## src/assert_macros.svh

```systemverilog
// ----------------------------------------------------------------------------
// Assertion macros for the stereo widener
// Clocked checks on i_clk, disabled while i_rst_n is low.
// ----------------------------------------------------------------------------
`ifndef ASSERT_MACROS_SVH
`define ASSERT_MACROS_SVH

// check a property at every clock edge outside reset
`define HSW_ASSERT(lbl, prop) \
    lbl: assert property (@(posedge i_clk) disable iff (!i_rst_n) (prop)) \
        else $error("assertion failed");

// check that a condition implies another one on the next edge
`define HSW_ASSERT_NEXT(lbl, cond, nxt) \
    lbl: assert property (@(posedge i_clk) disable iff (!i_rst_n) (cond) |=> (nxt)) \
        else $error("assertion failed");

`endif

```

## src/hsw_pkg.sv

```systemverilog
// ----------------------------------------------------------------------------
// hsw_pkg
// Types, constants and register codes shared by the stereo widener.
// ----------------------------------------------------------------------------
package hsw_pkg;

    localparam int LINE_DEPTH_DEF  = 2048;
    localparam int SAMPLE_BITS_DEF = 24;

    localparam int COEF_W  = 18;
    localparam int DELAY_W = 11;
    localparam int PACK_W  = 54;
    localparam int IDX_W   = 3;

    localparam logic [DELAY_W-1:0] DELAY_RST = 11'd480;
    localparam logic [COEF_W-1:0]  DRY_RST   = 18'd65536;
    localparam logic [COEF_W-1:0]  WET_RST   = 18'd32845;
    localparam logic [COEF_W-1:0]  OUT_RST   = 18'd65536;

    typedef enum logic [IDX_W-1:0] {
        REG_DELAY  = 3'd0,
        REG_DRY    = 3'd1,
        REG_WET    = 3'd2,
        REG_OUT    = 3'd3,
        REG_HP     = 3'd4,
        REG_LP     = 3'd5,
        REG_BYPASS = 3'd6
    } t_reg;

    typedef enum logic [3:0] {
        OP_HB0 = 4'd0,
        OP_HA1 = 4'd1,
        OP_HA2 = 4'd2,
        OP_LB0 = 4'd3,
        OP_LA1 = 4'd4,
        OP_LA2 = 4'd5,
        OP_DL  = 4'd6,
        OP_WF  = 4'd7,
        OP_DR  = 4'd8,
        OP_OL  = 4'd9,
        OP_OR  = 4'd10
    } t_op;

    typedef enum logic [6:0] {
        S_IDLE = 7'b0000001,
        S_WR   = 7'b0000010,
        S_RD   = 7'b0000100,
        S_LOAD = 7'b0001000,
        S_MUL  = 7'b0010000,
        S_POST = 7'b0100000,
        S_OUT  = 7'b1000000
    } t_state;

    typedef struct packed {
        logic start;
        logic sgn;
    } t_mul_req;

endpackage

```

## src/hsw_mul.sv

```systemverilog
// ----------------------------------------------------------------------------
// hsw_mul
// Bit-serial multiplier: one multiplier bit per cycle, shift-add.
// ----------------------------------------------------------------------------
`include "assert_macros.svh"

module hsw_mul #(
    parameter int MW = hsw_pkg::SAMPLE_BITS_DEF + 4
) (
    input  logic                          i_clk,
    input  logic                          i_rst_n,
    input  hsw_pkg::t_mul_req             i_req,
    input  logic signed [MW-1:0]          i_mcand,
    input  logic [hsw_pkg::COEF_W-1:0]    i_mplier,
    output logic                          o_done,
    output logic signed [MW+hsw_pkg::COEF_W:0] o_prod
);
    import hsw_pkg::*;

    localparam int CNT_W = $clog2(COEF_W + 1);

    logic                r_busy;
    logic                r_done;
    logic                r_sgn;
    logic [CNT_W-1:0]    r_cnt;
    logic signed [MW-1:0] r_mcand;
    logic signed [MW:0]   r_hi;
    logic [COEF_W-1:0]    r_lo;

    logic                  c_last;
    logic signed [MW+1:0]  c_add;
    logic signed [MW+1:0]  c_sum;

    always_comb begin
        c_last = (r_cnt == CNT_W'(COEF_W - 1));
        c_add  = r_lo[0] ? {{2{r_mcand[MW-1]}}, r_mcand} : '0;
        if (c_last && r_sgn) begin
            c_sum = {r_hi[MW], r_hi} - c_add;
        end else begin
            c_sum = {r_hi[MW], r_hi} + c_add;
        end
    end

    always_ff @(posedge i_clk) begin
        if (!i_rst_n) begin
            r_busy <= 1'b0;
            r_done <= 1'b0;
            r_cnt  <= '0;
        end else begin
            r_done <= 1'b0;
            if (i_req.start) begin
                r_busy <= 1'b1;
                r_cnt  <= '0;
            end else if (r_busy) begin
                r_cnt <= r_cnt + CNT_W'(1);
                if (c_last) begin
                    r_busy <= 1'b0;
                    r_done <= 1'b1;
                end
            end
        end
    end

    always_ff @(posedge i_clk) begin
        if (i_req.start) begin
            r_mcand <= i_mcand;
            r_sgn   <= i_req.sgn;
            r_hi    <= '0;
            r_lo    <= i_mplier;
        end else if (r_busy) begin
            r_hi <= c_sum[MW+1:1];
            r_lo <= {c_sum[0], r_lo[COEF_W-1:1]};
        end
    end

    assign o_done = r_done;
    assign o_prod = {r_hi, r_lo};

    `HSW_ASSERT(a_cnt_range, !r_busy || (r_cnt < CNT_W'(COEF_W)))
    `HSW_ASSERT_NEXT(a_done_once, r_done, !r_done)

endmodule

```

## config.mk

```make
export PLATFORM = sky130hd
export DESIGN_NAME = hsw_mul
export DESIGN_NICKNAME = d
export VERILOG_FILES = /design/src/hsw_pkg.sv /design/src/hsw_mul.sv
export VERILOG_INCLUDE_DIRS = /design/src /design/src/src
export SDC_FILE = /design/constraint.sdc
export NUM_CORES = 1
export LEC_CHECK = 0
export BUFFER_PORTS_ARGS = -buffer_cell sky130_fd_sc_hd__buf_2
export CORE_MARGIN = 2
export CORE_UTILIZATION = 50
export DETAILED_ROUTE_END_ITERATION = 8
export MAX_ROUTING_LAYER = met4
export PLACE_DENSITY = 0.76
export SLEW_MARGIN = 20
export SYNTH_ARGS = -nofsm -noshare
export SYNTH_HDL_FRONTEND = slang
export SYNTH_SLANG_ARGS = --single-unit
```

## constraint.sdc

```tcl
create_clock -name i_clk -period 4.7 [get_ports i_clk]
set_clock_uncertainty 0.05 [all_clocks]
set_input_delay 0.94 -clock i_clk [delete_from_list [all_inputs] [get_ports i_clk]]
set_output_delay 0.94 -clock i_clk [all_outputs]
set_load 0.01 [all_outputs]
```

==> results of run 1 <==
==> power breakdown <==
part           switching [W]  total, W  internal (W)
Combinational       0.000703   0.00127      0.000565
Sequential         0.0000929  0.000966      0.000873
Clock               0.000302  0.000563      0.000261
==> metrics by stage <==
stage | worst slack, ns | utilization | total power, W
global placement | 0.204 | 0.575 | 0.00212
floorplan | 0.200 | - | 0.00183
global route | -0.165 | 0.611 | 0.00298
CTS | 0.0408 | 0.596 | 0.00272
finish | 0.00840 | 0.611 | 0.00280
detailed placement | 0.0656 | 0.575 | 0.00215
==> registers in the layout (all words and copies together), names as in the netlist <==
register	count
r_hi	29
r_mcand	28
r_cnt	5
r_lo	18
r_sgn	1
o_done	1
r_busy	1
==> cell usage in the layout (no fill, tap or decap), types with 3 or more instances in the layout <==
| cell type | synthesis | routed |
|---|---|---|
| buf_2 | 1 | 97 |
| nand2_1 | 66 | 65 |
| nor2_1 | 57 | 57 |
| edfxtp_1 | 47 | 47 |
| a21oi_1 | 44 | 40 |
| dfxtp_1 | 36 | 36 |
| o21ai_0 | 30 | 28 |
| xnor2_1 | 28 | 28 |
| ha_1 | 31 | 27 |
| xor2_1 | 20 | 20 |
| nor3_1 | 18 | 17 |
| mux2_2 | 17 | 17 |
| buf_4 | 0 | 15 |
| a21o_1 | 14 | 14 |
| inv_1 | 13 | 13 |
| mux2i_1 | 12 | 12 |
| o21a_1 | 10 | 10 |
| clkbuf_8 | 0 | 9 |
| a211oi_1 | 9 | 8 |
| nand3_1 | 7 | 7 |
| nand2b_1 | 6 | 6 |
| and3_1 | 6 | 6 |
| and2_1 | 5 | 5 |
| o31ai_1 | 6 | 5 |
| nand4_1 | 5 | 5 |
| o211ai_1 | 4 | 4 |
| nor2b_1 | 4 | 4 |
| or3_1 | 4 | 3 |
| a21oi_2 | 0 | 3 |
| a31oi_1 | 3 | 3 |
| nand3b_1 | 3 | 3 |
| ha_4 | 0 | 3 |
==> worst register-to-register path: stages, from the launching register on <==
cell and delay [ns]:
edfxtp_1 0.44, or4_4 0.56, or3_4 0.34, o41a_1 0.51, a21oi_4 0.21, a21oi_2 0.08, xor2_1 0.17, nand2_1 0.11
ha_4 0.29, nand2_2 0.05, or4_4 0.52, a211oi_2 0.19, nor3_2 0.09, a21oi_2 0.22, a21oi_2 0.08, o311ai_2 0.28
mux2_1 0.37
==> cell type report <==
class,count,share of cell area
multi-input cells,445,0.494
flip-flops and latches,83,0.341
repair buffers,112,0.0956
well taps,136,0.0272
clock buffers,9,0.0198
clock inverters,7,0.0150
inverters,13,0.00780
==> repair_timing <==
item                                    4_1_cts  5_1_grt
endpoints found under the setup margin        0        4
resized for setup                             0       25
hold endpoints to repair                      0        0
setup buffers                                 0        4
hold buffers                                  0        0
==> cells by family (layout without fill, tap and decap cells) <==
kind of cell	Yosys count	after routing	share of synthesized area
AND/OR/NAND/NOR	195	195	0.174
AO/OA/AOI/OAI	140	140	0.172
flip-flops	83	83	0.407
XOR/XNOR	48	48	0.0802
buffers and inverters	38	141	0.0275
adder cells (fa/ha/maj)	32	32	0.0778
multiplexers	30	30	0.0616
==> path summary, 6_finish.rpt <==
kind                                             from                    end  slack (ns)  cells past startpoint
worst max-delay path             r_mcand[8]$_DFFE_PP_  r_hi[28]$_SDFFE_PP0P_       0.008                     16
worst min-delay path            r_hi[25]$_SDFFE_PP0P_  r_hi[25]$_SDFFE_PP0P_        0.44                      2
worst max register to register   r_mcand[8]$_DFFE_PP_  r_hi[28]$_SDFFE_PP0P_       0.008                     16
worst min register to register  r_hi[25]$_SDFFE_PP0P_  r_hi[25]$_SDFFE_PP0P_        0.44                      2
==> routing by layer <==
metal | global-route usage | vias to the layer above | part of all wire
li1 | - | 2267 | -
met1 | 0.297 | 2103 | 0.44
met2 | 0.379 | 186 | 0.48
met3 | 0.0552 | 14 | 0.068
met4 | 0.0573 | 0 | 0.012
met5 | - | - | 0
==> flow_metrics.env, run 1 <==
export IMPL_die_area_um2=11300
export IMPL_routedWlPerCell_um=15.8
export IMPL_crit_path_top_delay_cell="or4_4"
export IMPL_syn_nets=648
export IMPL_max_freq_ghz=0.213
export IMPL_crit_path_end_kind="register"
export IMPL_coreArea_um2=10200
export IMPL_drv_slew=0
export IMPL_critical_path_arrival_ns=4.90
export IMPL_leakagePower_nw=2.64
export IMPL_port_buffers=97
export IMPL_synth_ff_type="edfxtp_1"
export IMPL_synthArstFlopShare=0
export IMPL_synth_avg_cell_area_um2=9.26
export IMPL_synth_top_cells_by_count="66 x nand2_1, 57 x nor2_1, 47 x edfxtp_1, 44 x a21oi_1, 36 x dfxtp_1"
export IMPL_tightest_slew_ns=0.892
export IMPL_dp_hpwl_um=9340
export IMPL_antenna_found_initial=0
export IMPL_grt_overflow_total=0
export IMPL_die_width_um=106
export IMPL_crit_top_cell="a21oi_2"
export IMPL_num_fill_cells=839
export IMPL_yosysTopAreaCellShare=0.269
export IMPL_cts_buffer_depth=2
export IMPL_start_util=0.512
export IMPL_grt_pass1_wl_um=20600
export IMPL_path_max_fanout=4
export IMPL_die_h_um=106
export IMPL_setup_worst_path_class="register to register"
export IMPL_netlist_area_um2=5240
export IMPL_synth_cells=566
export IMPL_syn_to_final_growth_pct=19.3
export IMPL_crit_required_ns=4.91
export IMPL_register_area_um2=2130
export IMPL_synth_largest_area_cell="edfxtp_1"
export IMPL_grt_pass1_vias=4329
export IMPL_multi_input_area_um2=3090
export IMPL_setup_viol=0
export IMPL_ys_ff_latch=83
export IMPL_max_cap_violations=0
export IMPL_insertion_delay_ns=0.38
export IMPL_ios=98
export IMPL_dpl_cell_area_um2=5880
export IMPL_vdd_ir_drop_max_v=0.000230
export IMPL_cts_tree="done"
export IMPL_hold_class="register to register"
export IMPL_max_stage_delay_ns=0.56
export IMPL_clk_pin_slew_worst_paths_ns=0.09
export IMPL_min_period_over_period=0.998
export IMPL_final_cells=805
export IMPL_post_route_cells_drive_above_1_share=0.254
export IMPL_rsz0062_at_grt="true"
export IMPL_cts_sinks=83
export IMPL_p_per_area_nw_per_um2=447
export IMPL_finalHoldViolations=0
export IMPL_timing_hold_ws_ns=0.441
export IMPL_std_cell_rows=37
export IMPL_drt_total_wl_um=12700
export IMPL_path_delay_family="simple AND/OR/NAND/NOR gates"
export IMPL_yosys_warnings=0
export IMPL_fin_crit_ns=4.69
export IMPL_worst_path_buf_inv=0
export IMPL_drtIter0Drc=354
export IMPL_slew_headroom=0.405
export IMPL_finalInstanceArea_um2=6250
export IMPL_grt_max_degree=82
export IMPL_numCtsBuffers=9
export IMPL_crit_path_cell_trace="or4_4, or3_4, o41a_1, a21oi_4, a21oi_2, xor2_1, nand2_1, ha_4, nand2_2, or4_4, a211oi_2, nor3_2, a21oi_2, a21oi_2, o311ai_2, mux2_1"
export IMPL_fin_tns_setup_ns=0
export IMPL_synth_edf_count=47
export IMPL_ant_nets=0
export IMPL_dr_pass1_iters=7
export IMPL_yosysMostFrequentCell="nand2_1"
export IMPL_layout_nets=746
export IMPL_outcome="finished clean"
export IMPL_antenna_cells=0
export IMPL_start_kind="register"
export IMPL_cts_max_level=3
export IMPL_place_gp_congestion=0.965
export IMPL_root_buffer="clkbuf_8"
export IMPL_yosys_top_cells_area="edfxtp_1 27%, dfxtp_1 14%, ha_1 7.4%"
export IMPL_num_vias=4570
export IMPL_vias_per_cell=5.68
export IMPL_ys_types=55
export IMPL_yosysSeqAreaShare=0.407
export IMPL_drc=0
export IMPL_grt_use_total=0.234
export IMPL_dp_cells=785
No activity file was read; power rests on OpenSTA's default activity.
==> inputs of run 2 (changes only) <==
--- a/config.mk
+++ b/config.mk
@@ -6,12 +6,13 @@
 export SDC_FILE = /design/constraint.sdc
 export NUM_CORES = 1
 export LEC_CHECK = 0
+export ABC_AREA = 1
 export BUFFER_PORTS_ARGS = -buffer_cell sky130_fd_sc_hd__buf_2
 export CORE_MARGIN = 2
 export CORE_UTILIZATION = 50
 export DETAILED_ROUTE_END_ITERATION = 8
 export MAX_ROUTING_LAYER = met4
-export PLACE_DENSITY = 0.76
+export PLACE_DENSITY = 0.75
 export SLEW_MARGIN = 20
 export SYNTH_ARGS = -nofsm -noshare
 export SYNTH_HDL_FRONTEND = slang
==> run 2 against run 1 <==
  * Global-route usage up 2.2 points
  * Sequential share of layout area is 0.71 points lower
  * First-iteration DRC count down 2.5%
  * Maximum frequency rose by 22%
  * Count of clock-buffer cells in the layout increased by 2
  * Critical path type unchanged
  * Largest cell class unchanged
==> flow_metrics.env, run 2 <==
export IMPL_post_cts_buffers=0
export IMPL_wl_met2_um=6010
export IMPL_rsz0062_at_grt="false"
export IMPL_drtIter0Drc=345
export IMPL_wl_met3_um=1000
export IMPL_setup_viol=0
export IMPL_synth_edf_count=47
export IMPL_cts_hold_buf=0
export IMPL_synthArstFlopShare=0
export IMPL_numCtsBuffers=9
export IMPL_wl_met1_um=6620
export IMPL_grt_pass1_vias=4676
export IMPL_grt_overflow_total=0
export IMPL_layout_nets=941
export IMPL_crit_path_end_kind="register"
export IMPL_final_cell_mix="228 x nand2_1, 100 x nor2_1, 97 x buf_2, 82 x inv_1"
export IMPL_outcome="finished clean"
export IMPL_largest_reg_flops=29
export IMPL_power_w=0.00214
export IMPL_crit_path_top_delay_cell="edfxtp_1"
export IMPL_syn_to_final_growth_pct=15.1
export IMPL_min_period_over_period=0.821
export IMPL_yosys_top_cells_area="edfxtp_1 25%, nand2_1 15%, dfxtp_1 13%"
export IMPL_largest_registers="r_hi x29, r_mcand x28, r_lo x18"
export IMPL_largest_register="r_hi"
export IMPL_yosysTopAreaCellShare=0.254
export IMPL_max_stage_delay_ns=0.74
export IMPL_synth_ff_type="edfxtp_1"
export IMPL_register_area_um2=2130
export IMPL_synth_top_cells_by_count="228 x nand2_1, 100 x nor2_1, 82 x inv_1, 47 x a21oi_1, 47 x edfxtp_1"
export IMPL_drc=0
export IMPL_routedWlPerCell_um=13.9
export IMPL_p_per_area_nw_per_um2=335
export IMPL_path_delay_family="simple AND/OR/NAND/NOR gates"
export IMPL_cts_max_level=3
export IMPL_yosysMostFrequentCell="nand2_1"
export IMPL_insertion_delay_ns=0.38
export IMPL_ys_ff_latch=83
export IMPL_whs_path_depth=2
export IMPL_leakagePower_nw=3.29
export IMPL_syn_nets=845
export IMPL_setup_worst_path_class="register to register"
export IMPL_yosys_warnings=0
export IMPL_die_h_um=109
export IMPL_cts_tree="done"
export IMPL_synth_avg_cell_area_um2=7.27
export IMPL_place_gp_congestion=0.932
export IMPL_grt_pass1_wl_um=22400
export IMPL_crit_top_cell="inv_1"
export IMPL_root_buffer="clkbuf_8"
export IMPL_num_vias=5229
export IMPL_die_width_um=109
export IMPL_vdd_ir_drop_max_v=0.000265
export IMPL_num_fill_cells=1048
export IMPL_grt_max_degree=42
export IMPL_multi_input_area_um2=3020
export IMPL_max_cap_violations=0
export IMPL_synth_cells=763
export IMPL_ant_nets=0
export IMPL_cts_sinks=83
export IMPL_antenna_found_initial=0
export IMPL_fin_crit_ns=3.86
export IMPL_dp_hpwl_um=10900
export IMPL_crit_path_cell_trace="nand2_1, nand2_2, nor2_4, nand2_4, nor3_1, inv_1, o31ai_1, xor2_1, inv_1, ha_1, nand2_1, inv_1, nand2_1, nor2_1, nand4_1, nand4_1, nand3_1, o211ai_1, inv_1"
export IMPL_start_util=0.512
export IMPL_dr_max_layer_used="met4"
export IMPL_finalHoldViolations=0
export IMPL_yosysSeqAreaShare=0.384
export IMPL_netlist_area_um2=5550
export IMPL_std_cell_rows=38
export IMPL_antenna_cells=0
export IMPL_drv_slew=0
export IMPL_port_buffers=97
export IMPL_tightest_slew_ns=0.882
export IMPL_synth_largest_area_cell="edfxtp_1"
export IMPL_min_from="r_cnt[4]$_SDFFE_PP0P_"
export IMPL_worst_path_buf_inv=4
export IMPL_final_common_cell="nand2_1"
export IMPL_grt_use_total=0.256
export IMPL_die_area_um2=12000
export IMPL_critical_path_arrival_ns=4.08
export IMPL_cts_resized=0
export IMPL_drt_total_wl_um=14000
export IMPL_vias_per_cell=5.21
export IMPL_clk_pin_slew_worst_paths_ns=0.09
export IMPL_reg2reg_depth=19
export IMPL_coreArea_um2=10800
export IMPL_start_kind="register"
export IMPL_fin_tns_setup_ns=0
export IMPL_startpoint="r_lo[0]$_DFFE_PP_"
export IMPL_slew_headroom=0.412
export IMPL_path_max_fanout=30
export IMPL_ios=98
export IMPL_post_route_cells_drive_above_1_share=0.155
export IMPL_r2r_start="r_lo[0]$_DFFE_PP_"
export IMPL_crit_required_ns=4.92
export IMPL_ys_types=42
export IMPL_dr_pass1_iters=5
export IMPL_max_freq_ghz=0.259
export IMPL_hold_class="register to register"
export IMPL_crit_cells=19
export IMPL_cts_buffer_depth=2
run 2: final timing paths:
check / slack (ns) / endpoint
worst max-delay path: 0.84 / r_hi[17]$_SDFFE_PP0P_
worst min-delay path: 0.43 / r_cnt[4]$_SDFFE_PP0P_
worst min register to register: 0.43 / r_cnt[4]$_SDFFE_PP0P_
worst max register to register: 0.84 / r_hi[17]$_SDFFE_PP0P_
run 2: metal layers:
layer,track usage,vias up
met4,0.0958,0
met2,0.375,185
met1,0.354,2326
met5,-,-
li1,-,2692
met3,0.0439,26
run 2: through the flow:
| stage | setup WS (ns) | util | std cells | cell area (um^2) | hold slack (ns) |
|---|---|---|---|---|---|
| finish | 0.841 | 0.589 | 1004 | 6390 | 0.430 |
| global route | 0.344 | 0.589 | 1004 | 6390 | 0.449 |
| CTS | 0.875 | 0.589 | 1004 | 6390 | 0.432 |
| detailed placement | 0.904 | 0.568 | 988 | 6160 | 0.420 |
| global placement | 0.966 | 0.568 | 988 | 6160 | 0.414 |
| floorplan | 1.67 | - | 763 | 5550 | 0.389 |
run 2: area by class of cell:
cell class,instances,share of cell area
inverter,84,0.0494
clock inverter,5,0.0133
multi-input combinational,580,0.473
tap,140,0.0274
timing repair buffer,101,0.0807
sequential,83,0.334
clock buffer,11,0.0221
run 2: cells by family after synthesis:
group / count (synthesis) / share of synthesized area
fa+ha+maj: 32 / 0.0735
compound gates: 116 / 0.117
mux: 1 / 0.00203
flops: 83 / 0.384
buf+inv: 100 / 0.0708
simple gates: 393 / 0.292
xor+xnor: 38 / 0.0600
run 2: tightest hold or removal path: cells and delay by family, from the launching register on:
family                 cells  cell delay [ns]
AOI/OAI and AO/OA          1             0.05
DFF                        1             0.33
buffers and inverters      1             0.06
run 2: power breakdown:
part	internal (W)	switching [W]	total, W
clock	0.000317	0.000277	0.000594
sequential	0.000841	0.0000524	0.000893
combinational	0.000238	0.000415	0.000652
total	0.00140	0.000744	0.00214
==> inputs of run 3 (changes only) <==
--- a/config.mk
+++ b/config.mk
@@ -12,7 +12,7 @@
 export CORE_UTILIZATION = 50
 export DETAILED_ROUTE_END_ITERATION = 8
 export MAX_ROUTING_LAYER = met4
-export PLACE_DENSITY = 0.75
+export PLACE_DENSITY = 0.73
 export SLEW_MARGIN = 20
 export SYNTH_ARGS = -nofsm -noshare
 export SYNTH_HDL_FRONTEND = slang
==> constraint.sdc (replaced) <==
create_clock -name i_clk -period 3.6 [get_ports i_clk]
set_clock_uncertainty 0.05 [all_clocks]
set_input_delay 0.72 -clock i_clk [delete_from_list [all_inputs] [get_ports i_clk]]
set_output_delay 0.72 -clock i_clk [all_outputs]
set_load 0.01 [all_outputs]
==> run 3 against run 2 <==
  * First-iteration DRC count decreased by 10%
  * Clock power increased by 3%
  * Critical path depth increased by 2
  * Sequential share of layout area decreased by 0.53 points
  * Combinational power increased by 42%
  * Core utilization increased by 0.95 points
  * Register-to-register slack got worse by 0.62 ns
  * Critical endpoint is now r_hi[27]$_SDFFE_PP0P_
  * Largest cell class unchanged
==> flow_metrics.env, run 3 (synthesized netlist as in run 2, its figures left out) <==
export IMPL_outcome="finished clean"
export IMPL_cts_hold_buf=0
export IMPL_p_per_area_nw_per_um2=416
export IMPL_clkPwrFrac=0.226
export IMPL_combPwrFrac=0.342
export IMPL_num_vias=5405
export IMPL_cts_max_level=3
export IMPL_swShare=0.375
export IMPL_crit_path_end_kind="register"
export IMPL_die_area_um2=12000
export IMPL_slew_headroom=0.409
export IMPL_grt_pass1_wl_um=24100
export IMPL_max_freq_ghz=0.296
export IMPL_root_buffer="clkbuf_8"
export IMPL_cts_buffer_depth=2
export IMPL_final_common_cell="nand2_1"
export IMPL_critical_path_arrival_ns=3.60
export IMPL_grt_use_total=0.274
export IMPL_port_buffers=97
export IMPL_leakagePower_nw=3.31
export IMPL_dpl_cell_area_um2=6210
export IMPL_grt_max_degree=34
export IMPL_clk_pin_slew_worst_paths_ns=0.09
export IMPL_cts_tree="done"
export IMPL_start_kind="register"
export IMPL_place_gp_congestion=1.02
export IMPL_tightest_slew_ns=0.886
export IMPL_drt_total_wl_um=15700
export IMPL_start_util=0.512
export IMPL_die_h_um=109
export IMPL_post_route_cells_drive_above_1_share=0.184
export IMPL_intPower_w=0.00169
export IMPL_ant_nets=0
export IMPL_startpoint="r_lo[0]$_DFFE_PP_"
export IMPL_layout_nets=954
export IMPL_largest_registers="r_hi x29, r_mcand x28, r_lo x18"
export IMPL_ios=98
export IMPL_coreArea_um2=10800
export IMPL_max_cap_violations=0
export IMPL_dr_pass1_iters=5
export IMPL_setup_worst_path_class="register to register"
export IMPL_die_width_um=109
export IMPL_power_w=0.00270
export IMPL_antenna_cells=0
export IMPL_setup_viol=0
export IMPL_min_period_over_period=0.940
export IMPL_final_cell_mix="226 x nand2_1, 98 x buf_2, 97 x nor2_1, 81 x inv_1, 47 x edfxtp_1"
export IMPL_std_cell_rows=38
export IMPL_grt_pass1_vias=4924
export IMPL_hold_class="register to register"
export IMPL_insertion_delay_ns=0.37
export IMPL_r2r_start="r_lo[0]$_DFFE_PP_"
export IMPL_crit_required_ns=3.81
export IMPL_dp_hpwl_um=12100
export IMPL_seqPwrFrac=0.432
export IMPL_numCtsBuffers=9
export IMPL_p_switching_w=0.00101
export IMPL_routedWlPerCell_um=15.4
export IMPL_grt_overflow_total=0
export IMPL_largest_register="r_hi"
export IMPL_drc=0
export IMPL_syn_to_final_growth_pct=17.0
export IMPL_drv_slew=0
export IMPL_path_max_fanout=13
export IMPL_largest_reg_flops=29
export IMPL_vdd_ir_drop_max_v=0.000285
export IMPL_cts_sinks=83
export IMPL_min_from="r_cnt[4]$_SDFFE_PP0P_"
export IMPL_finalHoldViolations=0
export IMPL_rsz0062_at_grt="true"
export IMPL_antenna_found_initial=0
export IMPL_finalInstanceArea_um2=6490
export IMPL_vias_per_cell=5.31
export IMPL_fin_crit_ns=3.38
export IMPL_num_fill_cells=985
export IMPL_drtIter0Drc=310
run 3: changes by cell type in the layout (fill, tap and decap cells not counted), sizes merged:
cell,delta
buf,+13
bufinv,-2
clkbuf,+1
clkinv,+1
clkinvlp,+1
inv,-1
run 3: worst max-delay path: stages, from the launching register on:
cell      delay, ns
edfxtp_1       0.44
buf_2          0.18
buf_4          0.18
nand2_1        0.11
nand2_1        0.12
nor3_4         0.25
nand2_2        0.09
o21ai_2        0.14
nand2_1        0.11
a21oi_2        0.13
xnor2_1        0.11
ha_1           0.37
buf_4          0.13
nand2_1        0.09
nor3_2         0.22
nand2_1        0.08
o311ai_0       0.09
nor2_1         0.10
nand3_1        0.10
nand2_1        0.05
nor2_1         0.11
nor2_1         0.05
run 3: stage by stage:
step	setup WS [ns]	instances	hold slack [ns]	utilization	setup TNS (ns)
floorplan	0.569	763	0.389	-	0
CTS	0.0976	1011	0.437	0.588	0
global route	-0.0866	1017	0.459	0.599	-0.179
finish	0.217	1017	0.432	0.599	0
global placement	0.256	995	0.400	0.573	0
detailed placement	0.110	995	0.424	0.573	0
run 3: path summary, 6_finish.rpt:
path / to / slack (ns) / depth (start not counted)
worst max-delay path: r_hi[27]$_SDFFE_PP0P_ / 0.22 / 21
worst min-delay path: r_cnt[4]$_SDFFE_PP0P_ / 0.43 / 2
worst max register to register: r_hi[27]$_SDFFE_PP0P_ / 0.22 / 21
worst min register to register: r_cnt[4]$_SDFFE_PP0P_ / 0.43 / 2
run 3: area by class of cell:
type,instances,area (um^2),share of cell area
multi-input cells,580,3100,0.477
flip-flops and latches,83,2130,0.328
repair buffers,114,611,0.0941
inverters,84,315,0.0486
well taps,140,175,0.0270
clock buffers,12,135,0.0208
clock inverters,4,27.5,0.00424
run 3: power groups by stage:
stage / clock network [W] / registers [W] / logic, W
global route: 0.000644 / 0.00118 / 0.00102
floorplan: 0 / 0.00119 / 0.000578
detailed placement: 0 / 0.00119 / 0.000875
finish: 0.000610 / 0.00117 / 0.000925
CTS: 0.000616 / 0.00117 / 0.000879
global placement: 0 / 0.00118 / 0.000862
run 3: what timing repair did:
item                                    in CTS  in global routing
resized for setup                            0                 23
endpoints found under the setup margin       0                 16
setup buffers                                0                  6
run 3: routing by layer:
metal,GRT usage,vias to the layer above,part of all wire
met5,-,-,0
met4,0.0995,0,0.016
met3,0.0373,21,0.058
met2,0.426,187,0.46
met1,0.368,2478,0.47
li1,-,2719,-
